==> config.mk <==
export PLATFORM = sky130hd
export DESIGN_NAME = shortest_remaining_priority_queue
export DESIGN_NICKNAME = d
export VERILOG_FILES = /design/src/hdl/sprpq_pkg.sv /design/src/hdl/shortest_remaining_priority_queue.sv /design/src/hdl/sprpq_cell.sv
export SDC_FILE = /design/constraint.sdc
export NUM_CORES = 1
export LEC_CHECK = 0
export BUFFER_PORTS_ARGS = -buffer_cell sky130_fd_sc_hd__buf_4
export CELL_PAD_IN_SITES_DETAIL_PLACEMENT = 1
export CELL_PAD_IN_SITES_GLOBAL_PLACEMENT = 1
export CORE_MARGIN = 4
export CORE_UTILIZATION = 36
export CTS_BUF_LIST = sky130_fd_sc_hd__clkbuf_4 sky130_fd_sc_hd__clkbuf_8
export DETAILED_ROUTE_END_ITERATION = 16
export PLACE_DENSITY = 0.65
export SYNTH_ARGS = -nofsm -noshare
export SYNTH_HDL_FRONTEND = slang
export SYNTH_SLANG_ARGS = --single-unit
==> constraint.sdc <==
create_clock -name aclk -period 5.5 [get_ports aclk]
set_clock_uncertainty 0.05 [all_clocks]
set_input_delay 0.275 -clock aclk [delete_from_list [all_inputs] [get_ports aclk]]
set_output_delay 0.275 -clock aclk [all_outputs]
set_load 0.01 [all_outputs]
==> src/hdl/sprpq_pkg.sv <==
`timescale 1ns / 1ps
`default_nettype none

package sprpq_pkg;

    localparam int DEPTH_DEF    = 16;
    localparam int KEY_BITS_DEF = 16;
    localparam int ID_BITS_DEF  = 8;

    localparam int STATUS_BITS = 2;

    localparam logic [STATUS_BITS-1:0] ST_DONE  = 2'd0;
    localparam logic [STATUS_BITS-1:0] ST_FULL  = 2'd1;
    localparam logic [STATUS_BITS-1:0] ST_EMPTY = 2'd2;

    localparam logic OP_ENQ = 1'b0;
    localparam logic OP_DEQ = 1'b1;

    typedef struct packed {
        logic enq;
        logic deq;
    } cell_ctrl_t;

endpackage

`default_nettype wire

==> src/hdl/shortest_remaining_priority_queue.sv <==
// sorted ready queue for a shortest-remaining-time scheduler
// input channel s_*: one request per transfer, s_op selects enqueue or dequeue;
//   an enqueue carries s_task_id and s_remaining_key
// result channel m_*: exactly one result per request, in request order;
//   m_status done, full (enqueue dropped) or empty (dequeue on empty queue),
//   m_out_task_id / m_out_key hold the removed entry on a good dequeue, else zero,
//   m_occupancy is the entry count after the request
// entries live in a row of DEPTH compare-and-shift cells kept in ascending key
//   order; every cell decides its new content in parallel
// the result is registered and is valid in the cycle after the request is accepted
// throughput: one request per cycle while the receiver takes each result;
// when the receiver stalls, the result is held in the output register and no
//   further request is taken until that result leaves
// reset (aresetn low, synchronous) empties the queue and drops any pending
//   result; cell contents are not cleared and no request is taken during reset
`timescale 1ns / 1ps
`default_nettype none

module shortest_remaining_priority_queue #(
    parameter int DEPTH    = sprpq_pkg::DEPTH_DEF,
    parameter int KEY_BITS = sprpq_pkg::KEY_BITS_DEF,
    parameter int ID_BITS  = sprpq_pkg::ID_BITS_DEF,
    parameter int CNT_BITS = $clog2(DEPTH + 1)
) (
    input  wire                                 aclk,
    input  wire                                 aresetn,
    input  wire                                 s_valid,
    output logic                                s_ready,
    input  wire                                 s_op,
    input  wire  [ID_BITS-1:0]                  s_task_id,
    input  wire  [KEY_BITS-1:0]                 s_remaining_key,
    output logic                                m_valid,
    input  wire                                 m_ready,
    output logic [sprpq_pkg::STATUS_BITS-1:0]   m_status,
    output logic [ID_BITS-1:0]                  m_out_task_id,
    output logic [KEY_BITS-1:0]                 m_out_key,
    output logic [CNT_BITS-1:0]                 m_occupancy
);

    logic                                 accept;
    logic                                 full;
    logic                                 empty;
    sprpq_pkg::cell_ctrl_t                ctrl;

    logic [CNT_BITS-1:0]                  count_reg;
    logic [CNT_BITS-1:0]                  count_next;
    logic                                 m_valid_reg;
    logic [sprpq_pkg::STATUS_BITS-1:0]    status_reg;
    logic [sprpq_pkg::STATUS_BITS-1:0]    status_next;
    logic [ID_BITS-1:0]                   out_id_reg;
    logic [ID_BITS-1:0]                   out_id_next;
    logic [KEY_BITS-1:0]                  out_key_reg;
    logic [KEY_BITS-1:0]                  out_key_next;
    logic [CNT_BITS-1:0]                  occ_reg;

    logic [DEPTH-1:0]                     occupied;
    logic [DEPTH-1:0]                     goes_left;
    logic [KEY_BITS-1:0]                  cell_key [DEPTH];
    logic [ID_BITS-1:0]                   cell_id  [DEPTH];

    assign s_ready = aresetn && (!m_valid_reg || m_ready);
    assign accept  = s_valid && s_ready;
    assign full    = (count_reg == CNT_BITS'(DEPTH));
    assign empty   = (count_reg == '0);

    assign ctrl.enq = accept && (s_op == sprpq_pkg::OP_ENQ) && !full;
    assign ctrl.deq = accept && (s_op == sprpq_pkg::OP_DEQ) && !empty;

    genvar i;
    generate
        for (i = 0; i < DEPTH; i++) begin : g_cell
            logic                prev_gl;
            logic [KEY_BITS-1:0] prev_k;
            logic [ID_BITS-1:0]  prev_i;
            logic [KEY_BITS-1:0] next_k;
            logic [ID_BITS-1:0]  next_i;

            assign occupied[i] = (CNT_BITS'(i) < count_reg);

            if (i == 0) begin : g_head
                assign prev_gl = 1'b1;
                assign prev_k  = '0;
                assign prev_i  = '0;
            end else begin : g_body
                assign prev_gl = goes_left[i-1];
                assign prev_k  = cell_key[i-1];
                assign prev_i  = cell_id[i-1];
            end

            if (i == DEPTH - 1) begin : g_tail
                assign next_k = '0;
                assign next_i = '0;
            end else begin : g_link
                assign next_k = cell_key[i+1];
                assign next_i = cell_id[i+1];
            end

            sprpq_cell #(
                .KEY_BITS (KEY_BITS),
                .ID_BITS  (ID_BITS)
            ) u_cell (
                .aclk           (aclk),
                .ctrl           (ctrl),
                .occupied       (occupied[i]),
                .new_key        (s_remaining_key),
                .new_id         (s_task_id),
                .prev_goes_left (prev_gl),
                .prev_key       (prev_k),
                .prev_id        (prev_i),
                .next_key       (next_k),
                .next_id        (next_i),
                .goes_left      (goes_left[i]),
                .key            (cell_key[i]),
                .id             (cell_id[i])
            );
        end
    endgenerate

    always_comb begin
        count_next   = count_reg;
        status_next  = sprpq_pkg::ST_DONE;
        out_id_next  = '0;
        out_key_next = '0;
        if (s_op == sprpq_pkg::OP_ENQ) begin
            if (full) begin
                status_next = sprpq_pkg::ST_FULL;
            end else begin
                count_next = count_reg + 1'b1;
            end
        end else begin
            if (empty) begin
                status_next = sprpq_pkg::ST_EMPTY;
            end else begin
                count_next   = count_reg - 1'b1;
                out_id_next  = cell_id[0];
                out_key_next = cell_key[0];
            end
        end
    end

    always_ff @(posedge aclk) begin
        if (!aresetn) begin
            count_reg   <= '0;
            m_valid_reg <= 1'b0;
        end else begin
            if (accept) begin
                count_reg   <= count_next;
                m_valid_reg <= 1'b1;
            end else if (m_ready) begin
                m_valid_reg <= 1'b0;
            end
        end
    end

    always_ff @(posedge aclk) begin
        if (accept) begin
            status_reg  <= status_next;
            out_id_reg  <= out_id_next;
            out_key_reg <= out_key_next;
            occ_reg     <= count_next;
        end
    end

    assign m_valid       = m_valid_reg;
    assign m_status      = status_reg;
    assign m_out_task_id = out_id_reg;
    assign m_out_key     = out_key_reg;
    assign m_occupancy   = occ_reg;

`ifndef SYNTHESIS
    a_count_bound: assert property (@(posedge aclk) disable iff (!aresetn)
        count_reg <= CNT_BITS'(DEPTH))
        else $error("entry count above depth");

    a_head_sorted: assert property (@(posedge aclk) disable iff (!aresetn)
        count_reg >= CNT_BITS'(2) |-> cell_key[0] <= cell_key[1])
        else $error("head cells out of key order");

    a_deq_result: assert property (@(posedge aclk) disable iff (!aresetn)
        ctrl.deq |=> m_status == sprpq_pkg::ST_DONE
                     && m_occupancy == $past(count_reg) - 1'b1
                     && m_out_key == $past(cell_key[0]))
        else $error("dequeue result does not match head entry");

    a_full_drop: assert property (@(posedge aclk) disable iff (!aresetn)
        accept && s_op == sprpq_pkg::OP_ENQ && full
        |=> m_status == sprpq_pkg::ST_FULL && $stable(count_reg))
        else $error("enqueue on full queue not dropped");
`endif

endmodule

`default_nettype wire

==> src/hdl/sprpq_cell.sv <==
`timescale 1ns / 1ps
`default_nettype none

module sprpq_cell #(
    parameter int KEY_BITS = sprpq_pkg::KEY_BITS_DEF,
    parameter int ID_BITS  = sprpq_pkg::ID_BITS_DEF
) (
    input  wire                      aclk,
    input  wire sprpq_pkg::cell_ctrl_t ctrl,
    input  wire                      occupied,
    input  wire  [KEY_BITS-1:0]      new_key,
    input  wire  [ID_BITS-1:0]       new_id,
    input  wire                      prev_goes_left,
    input  wire  [KEY_BITS-1:0]      prev_key,
    input  wire  [ID_BITS-1:0]       prev_id,
    input  wire  [KEY_BITS-1:0]      next_key,
    input  wire  [ID_BITS-1:0]       next_id,
    output logic                     goes_left,
    output logic [KEY_BITS-1:0]      key,
    output logic [ID_BITS-1:0]       id
);

    logic [KEY_BITS-1:0] key_reg;
    logic [KEY_BITS-1:0] key_next;
    logic [ID_BITS-1:0]  id_reg;
    logic [ID_BITS-1:0]  id_next;

    // held entry stays ahead of an equal key so ties leave in arrival order
    assign goes_left = occupied && (key_reg <= new_key);

    always_comb begin
        key_next = key_reg;
        id_next  = id_reg;
        if (ctrl.enq) begin
            if (!goes_left) begin
                if (prev_goes_left) begin
                    key_next = new_key;
                    id_next  = new_id;
                end else begin
                    key_next = prev_key;
                    id_next  = prev_id;
                end
            end
        end else if (ctrl.deq) begin
            key_next = next_key;
            id_next  = next_id;
        end
    end

    always_ff @(posedge aclk) begin
        key_reg <= key_next;
        id_reg  <= id_next;
    end

    assign key = key_reg;
    assign id  = id_reg;

endmodule

`default_nettype wire

# Word-level counts from Yosys, hierarchy flattened

Cells that the tools add are included.

Bits in registers: 421
Latch bits: 0
RAM bits: 0
Memory bits (read-only): 0
Input bits: 29
Word-level logic and storage cells: 270
Memories: 0

Add/subtract/negate cells: 2
Multiply operators: 0
Div/mod/pow operators: 0
Order comparisons: 32
Equality and inequality tests: 17
Shifts and indexed selects: 0
Muxes and demuxes: 134
Bitwise logic cells: 1
Reduce and logical (&&, ||, !) cells: 46

Operators with widths:

| operator                                                                     | count |
|---|---|
| 16-bit 2-to-1 mux                                                            | 63 |
| 8-bit 2-to-1 mux                                                             | 63 |
| 16-bit less-or-equal comparator                                              | 16 |
| 4-bit by 5-bit less-than comparator with 1-bit output (first input constant) | 8 |
| 2-bit inequality test (second input constant)                                | 16 |
| 2-bit AND reduction                                                          | 16 |
| 1-bit logical AND                                                            | 22 |
| 3-bit by 5-bit less-than comparator with 1-bit output (first input constant) | 4 |
| 5-bit 2-to-1 mux                                                             | 3 |
| 1-bit by 5-bit less-than comparator with 1-bit output (first input constant) | 2 |
| 2-bit by 5-bit less-than comparator with 1-bit output (first input constant) | 2 |
| 5-bit by 1-bit adder with 5-bit output (second input constant)               | 1 |
| 5-bit == test (second input constant)                                        | 1 |
| 5-bit zero test                                                              | 1 |
| 5-bit by 1-bit subtractor with 5-bit output (second input constant)          | 1 |
| 2-bit 2-to-1 mux                                                             | 2 |
| 2-bit nonzero test                                                           | 2 |
| 1-bit zero test                                                              | 3 |
| 1-bit 2-to-1 mux                                                             | 3 |
| 2-bit OR reduction                                                           | 1 |
| 1-bit logical OR                                                             | 1 |
| 1-bit NOT                                                                    | 1 |

# Logic depth before layout (Yosys ltp)

Depth in word-level cells: 8
Gate-level depth with buffers: 12

# Hierarchy

Synthesis repeated with hierarchy kept, for this count alone.

Cells, all modules: 2790
Area, all modules: 28941.5 µm²

By module, submodules not included:

| module                            | times used | cells each | area an instance (µm²) | seq. area each (µm²) |
|---|---|---|---|---|
| sprpq_cell                        | 16         | 164        | 1692.9                 | 720.7 |
| shortest_remaining_priority_queue | 1          | 166        | 1855.5                 | 1051.0 |

# Worst setup path before layout

Ideal clock, no wire load.

Kind: register to register
From: register count_reg[1]
To: register g_cell[14].u_cell.id_reg[0], enable pin
Arrival: 3.411 ns
Data required time: 5.033 ns
Setup slack: 1.622 ns
Cell stages (with the launch flop): 12
Buffers on the path: 5
Period minus slack after synthesis: 3.878 ns
Cells stage by stage: dfxtp_1 buf_2 buf_2 inv_1 ha_1 and2_1 a21oi_1 buf_2 clkbuf_1 buf_2 nand2_1 o221ai_1

Cells in the longest elaborated chain, start to end: 5
Elaborated cells on any way between the ends: 11
Classes of those cells: order compare (1); eq/ne (2); reduce/logical (8)

Ends and longest elaborated chain:

| item                                                                                          | line                                     | text |
|---|---|---|
| start, declared                                                                               | shortest_remaining_priority_queue.sv:45  | `logic [CNT_BITS-1:0] count_reg;` |
| start signal, assigned                                                                        | shortest_remaining_priority_queue.sv:147 | `count_reg <= count_next;` |
| branches (longest 4 deep; another with 4-bit by 5-bit less-than comparator with 1-bit output) | --                                       |  |
| 2-bit AND reduction (no line) *                                                               | --                                       |  |
| end signal, assigned                                                                          | sprpq_cell.sv:52                         | `id_reg <= id_next;` |
| end, declared                                                                                 | sprpq_cell.sv:25                         | `logic [ID_BITS-1:0] id_reg;` |

Mark *: on every way between the ends.
A chain may end at the register's enable or synchronous reset.

# Worst setup path after layout

From: input s_remaining_key[13]
To: register g_cell[10].u_cell.key_reg[13], enable pin

Cells in the longest elaborated chain, start to end: 4

Ends and longest elaborated chain:

| item                            | line                                    | text |
|---|---|---|
| start, declared                 | shortest_remaining_priority_queue.sv:31 | `input wire [KEY_BITS-1:0] s_remaining_key,` |
| 16-bit less-or-equal comparator | sprpq_cell.sv:29                        | `assign goes_left = occupied && (key_reg <= new_key);` |
| 1-bit logical AND               | sprpq_cell.sv:29                        |  |
| 2-bit inequality test (no line) | --                                      |  |
| 2-bit AND reduction (no line)   | --                                      |  |
| end signal, assigned            | sprpq_cell.sv:51                        | `key_reg <= key_next;` |
| end, declared                   | sprpq_cell.sv:23                        | `logic [KEY_BITS-1:0] key_reg;` |

No other way between the ends.

==> results.toml <==
[outcome]
status = "finished, final reports clean"

[synth]
synth_top_family_by_area = "compound AO/OA/AOI/OAI gates"
yosysUniqueCellTypes = 63
syn-num-nets = 2857
synthMuxAreaShare_pct = 9.69
synth-xor-area-share_pct = 0.0960
synth_fa_ha_area_share_pct = 11.8
avgSynthCellArea_um2 = 10.7
synth_edf_count = 415
synth-simple-area-share_pct = 12.6
synth_compound_area_share_pct = 16.5
async_reset_ff_share_pct = 0
netlist.area_leader.share_pct = 45.5
yosys_register_bits = 421
mappedNetlistArea_mm2 = 0.0274
seq_area_frac_synth_pct = 46.0
synth_ff_type = "edfxtp_1"
netlist_instances = 2569
ys_warn_count = 0
synth.largest_area_cell = "edfxtp_1"
synth_area_leaders = "edfxtp_1, ha_1, mux2i_1"

[setup_path]
worst_path_most_repeated_cell = "buf_4"
cp.required_ns = 5.84
critPathLaunchType = "input port"
path_class = "input port to register"
rrSetupSlack_ns = 1.70
endpoint_kind = "register"
timing.rr.start = "count_reg[0]"
crit_buf_inv = 6
slowest_delay_ns = 0.74
worstPathArrival_ns = 4.29
critical-path-top-delay-family = "buffers and inverters"
reg2reg_to = "g_cell[8].u_cell.id[1]"
reg2reg_depth = 7
worstPathCellList = "dlygate4sd3_1 -> buf_4 -> inv_1 -> buf_4 -> ha_1 -> a211oi_1 -> nor2_1 -> a2111oi_0 -> a31oi_4 -> buf_4 -> nand2_1 -> nand2_1 -> buf_4"
crit_fanout = 25
slowest_stage = "a2111oi_0"

[finish]
drive_gt1_share_pct = 12.8
largest_reg_flops = 256
num-nets-final = 2899
area_growth_pct = 11.3

[die]
core_area_mm2 = 0.0749
die_h_um = 284
start_util_pct = 36.5
pin_count = 62
row_count = 100
die_x_um = 284
die_area_mm2 = 0.0805

[pwr]
p_seq_share_pct = 47.2
switching_share_pct = 29.7
switchingPower_w = 0.00250
ir_drop_uv = 138
power.density_mw_per_mm2 = 276
pwr-share-comb_pct = 17.6
leakagePower_nw = 12.8
p_int_w = 0.00592
p_clk_share_pct = 35.2

[sta]
layout_min_cycle_time_ns = 3.95
tightest_slew_ns = 1.22
rsz0062_at_grt = "no"
holdWs_ns = 0.0748
tns_ns = 0
setup_viol = 0
worst_slack_ns = 1.55
hold_violations = 0
maxSlewViolCount = 0
relSlewSlack_pct = 18.7
fin_crit_sh_pct = 71.8
fmax_mhz = 253

[clock_network]
insertion_delay_ns = 0.68
cts_resized = 0
hold_buffers = 15
path_clk_slew_ns = 0.06
postCtsSetupBuffers = 0
cts_buffer_depth = 3
cts_buffers = 77
cts_tree = "done"
htreeDepth = 3
cts.sinks = 421
clockRootBuffer = "clkbuf_8"

[drt]
drtIter0Drc = 1283
num_vias = 21200
via_per_inst = 5.83
drt_pass1_iterations = 5
drc = 0
wirelength_um = 85700
ant_nets = 0
post_drt_wl_per_cell_um = 23.6

[place]
io_buffer_count = 61
place_ws_ns = 1.38
place_hpwl_um = 63500
routabilityCongestion = 0.855

[global_routing]
antenna_found_initial = 1
grt_max_degree = 91
grt_overflow = 0
grt_pass1_vias = 22800
grt.total_usage_pct = 20.7
grt_pass1_wl_um = 133000

[min_path]
hold_class = "input port to register"
min_delay_path_depth = 2
holdPathEnd = "g_cell[4].u_cell.key[15]"
hp-start = "s_remaining_key[15]"

[job]
maxCapViolCount = 0
Yosys cell counts, types with 3 or more instances:
| cell type | instances |
|---|---|
| a2111o_1 | 7 |
| a2111oi_0 | 7 |
| a211oi_1 | 38 |
| a21boi_0 | 4 |
| a21o_1 | 13 |
| a21oi_1 | 346 |
| a221o_1 | 3 |
| a2bb2oi_1 | 7 |
| a31oi_1 | 4 |
| a31oi_2 | 6 |
| a32oi_1 | 24 |
| and2_1 | 27 |
| and3_1 | 34 |
| buf_1 | 10 |
| buf_2 | 48 |
| buf_4 | 8 |
| clkbuf_1 | 107 |
| dfxtp_1 | 6 |
| edfxtp_1 | 415 |
| ha_1 | 259 |
| inv_1 | 34 |
| mux2i_1 | 265 |
| nand2_1 | 144 |
| nand2b_1 | 52 |
| nand3_1 | 13 |
| nand4_1 | 60 |
| nor2_1 | 301 |
| nor2b_1 | 19 |
| nor3_1 | 55 |
| nor3b_1 | 5 |
| nor4_1 | 8 |
| o211ai_1 | 17 |
| o21a_1 | 12 |
| o21ai_0 | 46 |
| o221a_2 | 72 |
| o221ai_1 | 3 |
| o22a_1 | 23 |
| o22ai_1 | 26 |
| or2_2 | 3 |
| or3_1 | 4 |
| or4_1 | 4 |
cells by family after synthesis:
kind of cell             after synthesis
flip-flops                           421
adder cells (fa/ha/maj)              259
buffers and inverters                211
AND/OR/NAND/NOR                      736
AO/OA/AOI/OAI                        674
multiplexers                         265
XOR/XNOR                               3
worst max path at each step:
| stage | to | from | cells after the start |
|---|---|---|---|
| after CTS | g_cell[10].u_cell.key[3] | s_remaining_key[13] | 13 |
| final | g_cell[10].u_cell.key[13] | s_remaining_key[13] | 13 |
| after detailed placement | g_cell[2].u_cell.id[5] | s_remaining_key[1] | 10 |
| after global routing | g_cell[10].u_cell.key[10] | s_remaining_key[13] | 13 |
| after global placement | g_cell[2].u_cell.id[6] | s_remaining_key[1] | 10 |
| after floorplan | g_cell[14].u_cell.id[0] | count_reg[1] | 11 |
power groups by stage:
| stage | Combinational, W | Clock [W] | Sequential, W |
|---|---|---|---|
| 6_report | 0.00148 | 0.00297 | 0.00397 |
| 3_3_place_gp | 0.00140 | 0 | 0.00403 |
| 5_1_grt | 0.00164 | 0.00322 | 0.00399 |
| 4_1_cts | 0.00148 | 0.00307 | 0.00397 |
| 2_1_floorplan | 0.000998 | 0 | 0.00397 |
| 3_5_place_dp | 0.00147 | 0 | 0.00404 |
stage by stage:
step	cell area [um^2]	utilization (%)	cells	power [W]
2_1_floorplan	27400	-	2569	0.00497
3_3_place_gp	28900	38.5	3486	0.00543
3_5_place_dp	28900	38.5	3486	0.00551
4_1_cts	30500	40.6	3635	0.00853
5_1_grt	30500	40.6	3636	0.00885
6_report	30500	40.7	3639	0.00842
metal layers:
metal,track usage [%],vias up,wire [um]
li1,-,9963,-
met4,7.86,0,2770
met1,25.3,10700,37100
met3,2.84,162,2970
met2,36.8,426,42800
met5,0,-,0
worst reg2reg max path: cells and delay by family, from the launching register on:
family / cells / cell delay, ns
buffers and inverters: 2 / 0.38
AOI/OAI and AO/OA: 1 / 0.21
adders and majority gates: 1 / 0.27
DFF: 1 / 0.30
and+or+nand+nor: 3 / 2.02
cells in the final DEF, fill, tap and decap left out, drive strengths merged, types with 27 or more instances in the layout:
cell,instances
buf,125
mux2i,265
edfxtp,415
nor2,301
clkbuf,111
inv,39
ha,259
a211oi,38
nor3,57
and2,27
nand2,144
and3,34
nand2b,52
o221a,72
nand4,60
a21oi,346
o21ai,48
final cells by class:
type,count,area (um^2)
Multi-Input combinational cell,1937,14000
Timing Repair Buffer,140,1100
Sequential cell,421,12600
Clock inverter,23,121
Inverter,34,128
Clock buffer,111,1330
Tap cell,969,1210
Fill cell,8230,44500
Antenna cell,4,10.0
Power figures use the tool's default switching activity.
